**src/sv/tts_pkg.sv**
```systemverilog
// Shared types and constants of the task table scheduler.
package tts_pkg;

    localparam int SLOT_COUNT = 64;
    localparam int SLOT_W     = $clog2(SLOT_COUNT);
    localparam int CNT_W      = $clog2(SLOT_COUNT + 1);

    localparam logic [2:0] ST_UNUSED   = 3'd0;
    localparam logic [2:0] ST_SPARE    = 3'd1;
    localparam logic [2:0] ST_RUNNABLE = 3'd2;
    localparam logic [2:0] ST_IDLE     = 3'd3;
    localparam logic [2:0] ST_WAITING  = 3'd4;

    localparam logic [31:0] TICK_MAX = 32'hFFFF_FFFF;

    typedef enum logic [3:0] {
        CMD_CREATE    = 4'd0,
        CMD_SLEEP     = 4'd1,
        CMD_WAIT_IRQ  = 4'd2,
        CMD_WAKE_SLOT = 4'd3,
        CMD_WAKE_IRQ  = 4'd4,
        CMD_EXIT      = 4'd5,
        CMD_YIELD     = 4'd6,
        CMD_DISPATCH  = 4'd7,
        CMD_TICK      = 4'd8,
        CMD_QUERY     = 4'd9
    } t_cmd;

    typedef enum logic [1:0] {
        STS_OK      = 2'd0,
        STS_FULL    = 2'd1,
        STS_NONE    = 2'd2,
        STS_IGNORED = 2'd3
    } t_status;

    typedef enum logic [2:0] {
        S_IDLE,
        S_EXEC,
        S_SCAN,
        S_WAIT,
        S_RESP
    } t_state;

    typedef struct packed {
        logic latch;
        logic exec;
        logic scan;
        logic rd_done;
        logic resp;
    } t_ctl;

    typedef struct packed {
        logic go_scan;
        logic go_wait;
        logic scan_done;
        logic out_free;
    } t_sts;

endpackage

```
**src/sv/tts_ram.sv**
```systemverilog
// Generic simple dual-port RAM with a registered read port.
module tts_ram #(
    parameter int WIDTH = 8,
    parameter int DEPTH = 64
) (
    input  logic                     i_clk,
    input  logic                     i_we,
    input  logic [$clog2(DEPTH)-1:0] i_waddr,
    input  logic [WIDTH-1:0]         i_wdata,
    input  logic [$clog2(DEPTH)-1:0] i_raddr,
    output logic [WIDTH-1:0]         o_rdata
);
    logic [WIDTH-1:0] r_mem [DEPTH];
    logic [WIDTH-1:0] r_rdata;

    always_ff @(posedge i_clk) begin
        if (i_we) begin
            r_mem[i_waddr] <= i_wdata;
        end
        r_rdata <= r_mem[i_raddr];
    end

    assign o_rdata = r_rdata;
endmodule

```
**src/sv/tts_datapath.sv**
```systemverilog
// Datapath of the task table scheduler: slot tables, scan counters and result word.
module tts_datapath (
    input  logic           i_clk,
    input  logic           i_rst_n,
    input  tts_pkg::t_ctl  i_ctl,
    output tts_pkg::t_sts  o_sts,
    input  logic [3:0]     i_command,
    input  logic [5:0]     i_slot,
    input  logic [7:0]     i_irq_number,
    input  logic           i_stall,
    output logic           o_valid,
    output logic [1:0]     o_status,
    output logic [5:0]     o_result_slot,
    output logic           o_needs_new_stack,
    output logic [6:0]     o_woken_count,
    output logic [2:0]     o_slot_state,
    output logic [31:0]    o_slot_ticks,
    output logic           o_scheduler_running,
    output logic [5:0]     o_running_slot
);
    import tts_pkg::*;

    t_cmd              r_cmd;
    logic [5:0]        r_slot;
    logic [7:0]        r_irq;
    logic              r_sched;
    logic [SLOT_W-1:0] r_cur;
    logic [SLOT_W-1:0] r_scan_pos;
    logic [SLOT_COUNT-1:0] r_st_vld;
    logic [SLOT_COUNT-1:0] r_tk_vld;
    logic [SLOT_W-1:0] r_addr;
    logic [CNT_W-1:0]  r_issued;
    logic              r_chk_on;
    logic              r_chk_last;
    logic [SLOT_W-1:0] r_chk_idx;
    logic              r_chk_sv;
    logic              r_chk_tv;

    t_status           r_res_status;
    logic [5:0]        r_res_slot;
    logic              r_res_ns;
    logic [CNT_W-1:0]  r_res_woken;
    logic [2:0]        r_res_qstate;
    logic [31:0]       r_res_qticks;

    logic              r_o_valid;
    logic [1:0]        r_o_status;
    logic [5:0]        r_o_slot;
    logic              r_o_ns;
    logic [6:0]        r_o_woken;
    logic [2:0]        r_o_qstate;
    logic [31:0]       r_o_qticks;
    logic              r_o_sched;
    logic [5:0]        r_o_run;

    logic [SLOT_W-1:0] w_slot_idx;
    logic              w_slot_ok;
    logic [SLOT_W-1:0] w_raddr;
    logic              w_issue;
    logic [2:0]        w_st_q;
    logic [7:0]        w_irq_q;
    logic [31:0]       w_tk_raw;
    logic [2:0]        w_st;
    logic [31:0]       w_tk;
    logic              w_is_leave;
    logic [2:0]        w_leave_st;
    logic              w_hit;
    logic              w_stop;
    logic              w_st_we;
    logic [SLOT_W-1:0] w_st_waddr;
    logic [2:0]        w_st_wdata;
    logic              w_irq_we;
    logic              w_tk_we;
    logic [SLOT_W-1:0] w_next_addr;

    assign w_slot_idx  = SLOT_W'(r_slot);
    assign w_slot_ok   = 32'(r_slot) < SLOT_COUNT;
    assign w_issue     = i_ctl.scan && (r_issued < CNT_W'(SLOT_COUNT));
    assign w_next_addr = (r_addr == SLOT_W'(SLOT_COUNT - 1)) ? '0 : r_addr + 1'b1;

    always_comb begin
        if (i_ctl.exec && r_cmd == CMD_QUERY) begin
            w_raddr = w_slot_idx;
        end else if (i_ctl.exec) begin
            w_raddr = r_cur;
        end else begin
            w_raddr = r_addr;
        end
    end

    assign w_st = r_chk_sv ? w_st_q : ST_UNUSED;
    assign w_tk = r_chk_tv ? w_tk_raw : '0;

    always_comb begin
        w_is_leave = 1'b1;
        w_leave_st = ST_IDLE;
        case (r_cmd)
            CMD_SLEEP:    w_leave_st = ST_IDLE;
            CMD_WAIT_IRQ: w_leave_st = ST_WAITING;
            CMD_EXIT:     w_leave_st = ST_SPARE;
            CMD_YIELD:    w_leave_st = ST_RUNNABLE;
            default:      w_is_leave = 1'b0;
        endcase
    end

    always_comb begin
        w_hit = 1'b0;
        case (r_cmd)
            CMD_CREATE:   w_hit = (w_st == ST_UNUSED) || (w_st == ST_SPARE);
            CMD_DISPATCH: w_hit = (w_st == ST_RUNNABLE);
            CMD_WAKE_IRQ: w_hit = (w_st == ST_WAITING) && (w_irq_q == r_irq);
            default:      w_hit = 1'b0;
        endcase
        w_hit = w_hit && r_chk_on && i_ctl.scan;
    end

    assign w_stop = w_hit && (r_cmd != CMD_WAKE_IRQ);

    always_comb begin
        w_st_we    = 1'b0;
        w_st_waddr = r_chk_idx;
        w_st_wdata = ST_RUNNABLE;
        w_irq_we   = 1'b0;
        if (i_ctl.exec && w_is_leave && !r_sched) begin
            w_st_we    = 1'b1;
            w_st_waddr = r_cur;
            w_st_wdata = w_leave_st;
            w_irq_we   = (r_cmd == CMD_WAIT_IRQ);
        end else if (i_ctl.exec && r_cmd == CMD_WAKE_SLOT && w_slot_ok) begin
            w_st_we    = 1'b1;
            w_st_waddr = w_slot_idx;
        end else if (w_hit && r_cmd != CMD_DISPATCH) begin
            w_st_we    = 1'b1;
        end
    end

    assign w_tk_we = i_ctl.rd_done && r_cmd == CMD_TICK && w_tk != TICK_MAX;

    tts_ram #(.WIDTH(3), .DEPTH(SLOT_COUNT)) u_st_ram (
        .i_clk   (i_clk),
        .i_we    (w_st_we),
        .i_waddr (w_st_waddr),
        .i_wdata (w_st_wdata),
        .i_raddr (w_raddr),
        .o_rdata (w_st_q)
    );

    tts_ram #(.WIDTH(8), .DEPTH(SLOT_COUNT)) u_irq_ram (
        .i_clk   (i_clk),
        .i_we    (w_irq_we),
        .i_waddr (r_cur),
        .i_wdata (r_irq),
        .i_raddr (w_raddr),
        .o_rdata (w_irq_q)
    );

    tts_ram #(.WIDTH(32), .DEPTH(SLOT_COUNT)) u_tk_ram (
        .i_clk   (i_clk),
        .i_we    (w_tk_we),
        .i_waddr (r_chk_idx),
        .i_wdata (w_tk + 32'd1),
        .i_raddr (w_raddr),
        .o_rdata (w_tk_raw)
    );

    always_ff @(posedge i_clk) begin
        r_chk_idx  <= w_raddr;
        r_chk_sv   <= r_st_vld[w_raddr];
        r_chk_tv   <= r_tk_vld[w_raddr];
        r_chk_last <= (r_issued == CNT_W'(SLOT_COUNT - 1));
        if (i_ctl.latch) begin
            r_cmd        <= t_cmd'(i_command);
            r_slot       <= i_slot;
            r_irq        <= i_irq_number;
            r_res_status <= STS_OK;
            r_res_slot   <= '0;
            r_res_ns     <= 1'b0;
            r_res_woken  <= '0;
            r_res_qstate <= '0;
            r_res_qticks <= '0;
        end
        if (i_ctl.exec) begin
            r_issued <= '0;
            r_addr   <= (r_cmd == CMD_DISPATCH) ? r_scan_pos : '0;
            case (r_cmd)
                CMD_CREATE: r_res_status <= STS_FULL;
                CMD_DISPATCH: r_res_status <= r_sched ? STS_NONE : STS_IGNORED;
                CMD_SLEEP, CMD_WAIT_IRQ, CMD_EXIT, CMD_YIELD, CMD_TICK: begin
                    if (r_sched) begin
                        r_res_status <= STS_IGNORED;
                    end
                end
                CMD_QUERY: r_res_slot <= r_slot;
                default: ;
            endcase
        end
        if (w_issue) begin
            r_addr   <= w_next_addr;
            r_issued <= r_issued + 1'b1;
        end
        if (w_hit) begin
            case (r_cmd)
                CMD_CREATE: begin
                    r_res_status <= STS_OK;
                    r_res_slot   <= 6'(r_chk_idx);
                    r_res_ns     <= (w_st == ST_UNUSED);
                end
                CMD_DISPATCH: begin
                    r_res_status <= STS_OK;
                    r_res_slot   <= 6'(r_chk_idx);
                end
                default: r_res_woken <= r_res_woken + 1'b1;
            endcase
        end
        if (i_ctl.rd_done && r_cmd == CMD_QUERY && w_slot_ok) begin
            r_res_qstate <= w_st;
            r_res_qticks <= w_tk;
        end
        if (i_ctl.resp && o_sts.out_free) begin
            r_o_status <= r_res_status;
            r_o_slot   <= r_res_slot;
            r_o_ns     <= r_res_ns;
            r_o_woken  <= 7'(r_res_woken);
            r_o_qstate <= r_res_qstate;
            r_o_qticks <= r_res_qticks;
            r_o_sched  <= r_sched;
            r_o_run    <= r_sched ? 6'd0 : 6'(r_cur);
        end
    end

    always_ff @(posedge i_clk) begin
        if (!i_rst_n) begin
            r_sched    <= 1'b1;
            r_cur      <= '0;
            r_scan_pos <= '0;
            r_st_vld   <= '0;
            r_tk_vld   <= '0;
            r_chk_on   <= 1'b0;
            r_o_valid  <= 1'b0;
        end else begin
            r_chk_on <= w_issue;
            if (w_st_we) begin
                r_st_vld[w_st_waddr] <= 1'b1;
            end
            if (w_hit && r_cmd == CMD_CREATE) begin
                r_tk_vld[r_chk_idx] <= 1'b0;
            end
            if (w_tk_we) begin
                r_tk_vld[r_chk_idx] <= 1'b1;
            end
            if (i_ctl.exec && w_is_leave) begin
                r_sched <= 1'b1;
            end
            if (w_hit && r_cmd == CMD_DISPATCH) begin
                r_cur      <= r_chk_idx;
                r_sched    <= 1'b0;
                r_scan_pos <= (r_chk_idx == SLOT_W'(SLOT_COUNT - 1)) ? '0 : r_chk_idx + 1'b1;
            end
            if (i_ctl.resp && o_sts.out_free) begin
                r_o_valid <= 1'b1;
            end else if (!i_stall) begin
                r_o_valid <= 1'b0;
            end
        end
    end

    assign o_sts.go_scan   = (r_cmd == CMD_CREATE) || (r_cmd == CMD_WAKE_IRQ)
                             || (r_cmd == CMD_DISPATCH && r_sched);
    assign o_sts.go_wait   = (r_cmd == CMD_QUERY) || (r_cmd == CMD_TICK && !r_sched);
    assign o_sts.scan_done = r_chk_on && (w_stop || r_chk_last);
    assign o_sts.out_free  = !r_o_valid || !i_stall;

    assign o_valid             = r_o_valid;
    assign o_status            = r_o_status;
    assign o_result_slot       = r_o_slot;
    assign o_needs_new_stack   = r_o_ns;
    assign o_woken_count       = r_o_woken;
    assign o_slot_state        = r_o_qstate;
    assign o_slot_ticks        = r_o_qticks;
    assign o_scheduler_running = r_o_sched;
    assign o_running_slot      = r_o_run;
endmodule

```
**src/sv/tts_controller.sv**
```systemverilog
// Command sequencer of the task table scheduler.
module tts_controller (
    input  logic          i_clk,
    input  logic          i_rst_n,
    input  logic          i_valid,
    output logic          o_busy,
    input  tts_pkg::t_sts i_sts,
    output tts_pkg::t_ctl o_ctl
);
    import tts_pkg::*;

    t_state r_state;
    t_state n_state;

    always_ff @(posedge i_clk) begin
        if (!i_rst_n) begin
            r_state <= S_IDLE;
        end else begin
            r_state <= n_state;
        end
    end

    always_comb begin
        n_state = r_state;
        unique case (r_state)
            S_IDLE: if (i_valid) n_state = S_EXEC;
            S_EXEC: begin
                if (i_sts.go_scan) begin
                    n_state = S_SCAN;
                end else if (i_sts.go_wait) begin
                    n_state = S_WAIT;
                end else begin
                    n_state = S_RESP;
                end
            end
            S_SCAN: if (i_sts.scan_done) n_state = S_RESP;
            S_WAIT: n_state = S_RESP;
            S_RESP: if (i_sts.out_free) n_state = S_IDLE;
            default: n_state = S_IDLE;
        endcase
    end

    always_comb begin
        o_ctl  = '0;
        o_busy = 1'b1;
        unique case (r_state)
            S_IDLE: begin
                o_busy      = 1'b0;
                o_ctl.latch = i_valid;
            end
            S_EXEC: o_ctl.exec    = 1'b1;
            S_SCAN: o_ctl.scan    = 1'b1;
            S_WAIT: o_ctl.rd_done = 1'b1;
            S_RESP: o_ctl.resp    = 1'b1;
            default: o_busy = 1'b1;
        endcase
    end
endmodule

```
**src/sv/task_table_scheduler.sv**
```systemverilog
// Top level of the task table scheduler.
// One word at a time: create, wake-by-interrupt and dispatch (while the scheduler runs) scan
// the slot table one slot a cycle through the state memory read port.
// Other commands skip the scan; query, and tick while a task runs, pass a read wait state.
// Synchronous active-low reset: all slots unused, scheduler running, scan at slot 0.
// The result register lets the next word be accepted while a result waits.
module task_table_scheduler (
    input  logic        i_clk,
    input  logic        i_rst_n,
    input  logic        i_valid,
    output logic        o_stall,
    input  logic [3:0]  i_command,
    input  logic [5:0]  i_slot,
    input  logic [7:0]  i_irq_number,
    output logic        o_valid,
    input  logic        i_stall,
    output logic [1:0]  o_status,
    output logic [5:0]  o_result_slot,
    output logic        o_needs_new_stack,
    output logic [6:0]  o_woken_count,
    output logic [2:0]  o_slot_state,
    output logic [31:0] o_slot_ticks,
    output logic        o_scheduler_running,
    output logic [5:0]  o_running_slot
);
    import tts_pkg::*;

    t_ctl w_ctl;
    t_sts w_sts;
    logic w_busy;

    assign o_stall = w_busy;

    tts_controller u_ctrl (
        .i_clk   (i_clk),
        .i_rst_n (i_rst_n),
        .i_valid (i_valid),
        .o_busy  (w_busy),
        .i_sts   (w_sts),
        .o_ctl   (w_ctl)
    );

    tts_datapath u_dp (
        .i_clk               (i_clk),
        .i_rst_n             (i_rst_n),
        .i_ctl               (w_ctl),
        .o_sts               (w_sts),
        .i_command           (i_command),
        .i_slot              (i_slot),
        .i_irq_number        (i_irq_number),
        .i_stall             (i_stall),
        .o_valid             (o_valid),
        .o_status            (o_status),
        .o_result_slot       (o_result_slot),
        .o_needs_new_stack   (o_needs_new_stack),
        .o_woken_count       (o_woken_count),
        .o_slot_state        (o_slot_state),
        .o_slot_ticks        (o_slot_ticks),
        .o_scheduler_running (o_scheduler_running),
        .o_running_slot      (o_running_slot)
    );

    a_accept_busy: assert property (@(posedge i_clk) disable iff (!i_rst_n)
        i_valid && !o_stall |=> o_stall)
        else $error("Accepted word did not make the block busy.");

    a_none_sched: assert property (@(posedge i_clk) disable iff (!i_rst_n)
        o_valid && o_status == STS_NONE |-> o_scheduler_running)
        else $error("Failed dispatch left a task running.");

    a_stack_ok: assert property (@(posedge i_clk) disable iff (!i_rst_n)
        o_valid && o_needs_new_stack |-> o_status == STS_OK)
        else $error("New stack flagged on a failed word.");
endmodule
```
**config.mk**
```make
export PLATFORM = sky130hd
export DESIGN_NAME = task_table_scheduler
export DESIGN_NICKNAME = d
export VERILOG_FILES = /design/src/sv/tts_pkg.sv /design/src/sv/tts_ram.sv /design/src/sv/tts_datapath.sv /design/src/sv/tts_controller.sv /design/src/sv/task_table_scheduler.sv
export SDC_FILE = /design/constraint.sdc
export NUM_CORES = 2
export LEC_CHECK = 0
export ABC_AREA = 1
export BUFFER_PORTS_ARGS = -buffer_cell sky130_fd_sc_hd__buf_2
export CAP_MARGIN = 30
export CORE_ASPECT_RATIO = 0.75
export CORE_MARGIN = 2
export CORE_UTILIZATION = 30
export CTS_BUF_LIST = sky130_fd_sc_hd__clkbuf_4 sky130_fd_sc_hd__clkbuf_8
export CTS_CLUSTER_DIAMETER = 200
export CTS_CLUSTER_SIZE = 8
export DETAILED_ROUTE_END_ITERATION = 10
export PLACE_DENSITY = 0.45
export REMOVE_ABC_BUFFERS = 1
export SLEW_MARGIN = 20
export SYNTH_ARGS = -nofsm -noshare
export SYNTH_HDL_FRONTEND = slang
export SYNTH_SLANG_ARGS = --single-unit
```
**constraint.sdc**
```tcl
create_clock -name i_clk -period 5.1 [get_ports i_clk]
set_input_delay 0.255 -clock i_clk [delete_from_list [all_inputs] [get_ports i_clk]]
set_output_delay 0.255 -clock i_clk [all_outputs]
set_load 0.01 [all_outputs]
```
==> run summary <==
status: complete, no violations
post-synthesis sequential area ratio: 0.6694
VDD IR-drop max: 0.0002538 V
maxcap violations: 0
average wire per standard cell: 23.72 microns
gr ovfl total: 0
flops & latches, synth: 3090
vias in the first global route: 88170
# rows: 213
CTS Buf Count: 424
Final nets: 12730
DP Worst Slack: 0.6698 ns
CP endpoint kind: flip-flop
unrepaired setup endpoints after global routing: no
Vias: 92580
CP Cell Sequence: inv_2 > nor3_2 > nand2_1 > nand3_4 > nand2_4 > inv_8 > buf_12 > nand2_1 > nand2_1 > nand2_1 > nand3_1 > nand3_1 > nand3_1 > nand3_1 > nand2_1
Slew @ Worst Pin: 0.9825 ns
area grow syn2layout: 13.00%
vias per cell: 4.892
Hold Slack: 0.3039 ns
fin worst setup slack: 0.5718 ns
reg2reg setup slack: 0.57 ns
CTS tree: done
Post-synth EDFFs: 2876
fin crit period: 4.528 ns
initial core utilization: 0.3015
clock tree buffer depth: 4
core area: 449100 sq um
final instance area: 153000 sq um
synth unique cells: 51
DRT Pass-1 Iters: 9
Setup Buffers After CTS: 0
WS Path Type: flip-flop to flip-flop
GR met3 Demand/Resource: 0.02372
Routability Congestion: 0.7846
Layout Cells excl Fill: 18930
CP delay by family, top: simple AND/OR/NAND/NOR gates
crit start category: flip-flop
Rel. slew slack: 0.3450
Post-Syn Instances: 12540
fmax: 220.8 MHz
LEAKAGE: 58.37 nW
FF-to-FF Start: u_ctrl.r_state[0]
Reg2Reg Depth: 15
initial antenna violation count: 17
Final Hold Vio Count: 0
clk root buf: clkbuf_8
Pins Over Slew Limit: 0
ys async rst share: 0
layout cells sized above 1: 0.09992
clock skew: 0.1267 ns
Clk Latency, worst-skew pair: 1.19 ns
clk sinks: 3090
Hold Crit Class: input port to flip-flop
Critical Path AT: 5.63 ns
IO Port Bufs: 81
Final Cycle Share: 0.8879
Reg clk slew, reported paths: 0.07 ns
Hold Crit Start: i_irq_number[2]
# setup viols final: 0
power density over the cells: 438.2 nW/um^2
io pins: 82
crit path max fanout: 40
GR peak layer: met1
first-pass GRT wire length: 647.5 mm
R2R Path End: u_dp.u_tk_ram.o_rdata[16]
H-tree depth: 5
Routed Antenna Nets: 0
met1 Resource Use GR: 0.2914
DRC errors left: 0
mapped cell area: 135400 sq um
largest net degree at the start of global routing: 170
worst hold endpoint: u_dp.r_irq[2]
syn avg cell area: 10.80 sq um
slowest CP cell: nor3_2
met2 Use GR: 0.2844
CP max stage delay: 0.61 ns
Synth warnings: 0
Die Wd: 779.8 microns
dpl hpwl: 250.4 mm
drt initial violations: 9637
Tot GR Track Use: 0.1899
crit-path most repeated cell: nand2_1
WP data required: 6.20 ns
Die Span Y: 585.8 microns
Placed Cells: 18250
Synth Flop Type: edfxtp_1
Filler Cell Count: 44950
Total Die Area: 456800 sq um
placed cell area: 145000 sq um
Routed WL: 449.0 mm
Hold Path Depth: 3
Buf/Inv on CP: 3
==> Yosys cell counts (all sizes together), types with 2 or more instances <==
library cell | n | area share
o31ai | 3 | 0.00017
edfxtp | 2876 | 0.64
dfxtp | 214 | 0.032
nand2 | 2324 | 0.065
clkbuf | 253 | 0.0070
a21oi | 124 | 0.0046
a31oi | 6 | 0.00039
ha | 5 | 0.00046
nor3 | 25 | 0.0010
buf | 561 | 0.020
xor2 | 26 | 0.0017
nand3 | 2817 | 0.10
nor2 | 395 | 0.011
or2 | 5 | 0.00025
o32ai | 2 | 0.00013
inv | 1653 | 0.046
nand3b | 1053 | 0.058
nand4 | 14 | 0.00069
clkinv | 2 | 0.000055
o21ai | 44 | 0.0017
nor4 | 6 | 0.00028
o211ai | 109 | 0.0060
o22ai | 2 | 0.000092
xnor2 | 11 | 0.00071
==> worst register-to-register path, stage by stage (launching register included) <==
cell	delay (ns)
dfxtp_1	0.45
inv_2	0.05
nor3_2	0.61
nand2_1	0.25
nand3_4	0.37
nand2_4	0.43
inv_8	0.52
buf_12	0.29
nand2_1	0.16
nand2_1	0.07
nand2_1	0.04
nand3_1	0.07
nand3_1	0.11
nand3_1	0.36
nand3_1	0.49
nand2_1	0.16
==> sequential cells by signal (all words and copies together) (netlist names), 7 cells and up <==
signal	flops
u_dp.r_tk_vld	64
u_dp.r_irq	8
u_dp.r_res_woken	7
u_dp.u_tk_ram.o_rdata	32
u_dp.u_tk_ram.r_mem	2048
u_dp.u_irq_ram.r_mem	512
u_dp.o_slot_ticks	32
u_dp.r_res_qticks	32
u_dp.u_st_ram.r_mem	192
u_dp.o_woken_count	7
u_dp.r_st_vld	64
u_dp.r_issued	7
u_dp.u_irq_ram.o_rdata	8
==> placed cells by master, fill, tap and decap left out, drive strengths merged, types with 5 or more instances in the layout <==
cell type,n
dlygate4sd3,43
ha,5
a21oi,124
nor4,6
o21ai,44
buf,506
o211ai,109
a31oi,6
nand3,2817
edfxtp,2876
nor2,395
nand2,2324
or2,5
dfxtp,214
nor3,25
inv,1663
nand4,14
clkbuf,612
nand3b,1053
xor2,26
clkinv,5
diode,6
xnor2,11
==> cells by family (layout without fill, tap and decap cells) <==
family          Yosys count  in the layout  synth area share
xor+xnor                 37             37          0.002393
buf+inv                2469           2832           0.07320
compound gates          293            293           0.01336
other cells               0              6                 0
simple gates           6643           6643            0.2412
fa+ha+maj                 5              5         0.0004620
flops                  3090           3090            0.6694
==> routing by layer <==
metal | part of all wire | vias to the layer above
met5 | 0.000029 | -
met4 | 0.022 | 2
met3 | 0.056 | 596
met2 | 0.43 | 2745
met1 | 0.49 | 46180
li1 | - | 43060
==> worst max-delay path by stage <==
stage	from	endpoint	slack, ns	cells past startpoint
after floorplan	u_dp.r_cmd[3]	u_dp.u_tk_ram.o_rdata[0]	-102.01	13
after global placement	u_dp.r_chk_tv	u_dp.u_tk_ram.r_mem[21][15]	0.69	16
after detailed placement	u_ctrl.r_state[0]	u_dp.u_tk_ram.o_rdata[16]	0.67	15
after CTS	u_dp.r_chk_tv	u_dp.u_tk_ram.r_mem[21][20]	0.60	16
after global routing	u_dp.r_chk_tv	u_dp.u_tk_ram.r_mem[21][31]	0.42	16
final	u_ctrl.r_state[0]	u_dp.u_tk_ram.o_rdata[16]	0.57	15
==> layout make-up <==
cell class	instances	area [sq um]	share of cell area
antenna	6	15.01	0.00009812
tap	6020	7532	0.04922
timing repair buffer	549	5233	0.03419
clock inverter	16	153.9	0.001006
multi-input combinational	6978	35870	0.2344
clock buffer	612	7322	0.04785
inverter	1655	6245	0.04081
sequential	3090	90650	0.5924
==> where the power goes <==
group / internal (W) / total (W) / switching [W]
combinational: 0.00428 / 0.0176 / 0.0133
sequential: 0.0303 / 0.0307 / 0.000354
clock: 0.00903 / 0.0187 / 0.00971
==> what timing repair did <==
action | CTS | global route
hold endpoints to repair | 160 | 0
resized for setup | 0 | 0
hold buffers | 43 | 0
==> per-stage QoR <==
step	TNS, ns	power [W]	util
2_1_floorplan	-5366.46	0.04096	-
3_3_place_gp	0	0.04872	0.3228
3_5_place_dp	0	0.04873	0.3230
4_1_cts	0	0.06750	0.3406
5_1_grt	0	0.06988	0.3407
6_report	0	0.06705	0.3408
No activity file was read; power rests on OpenSTA's default activity.
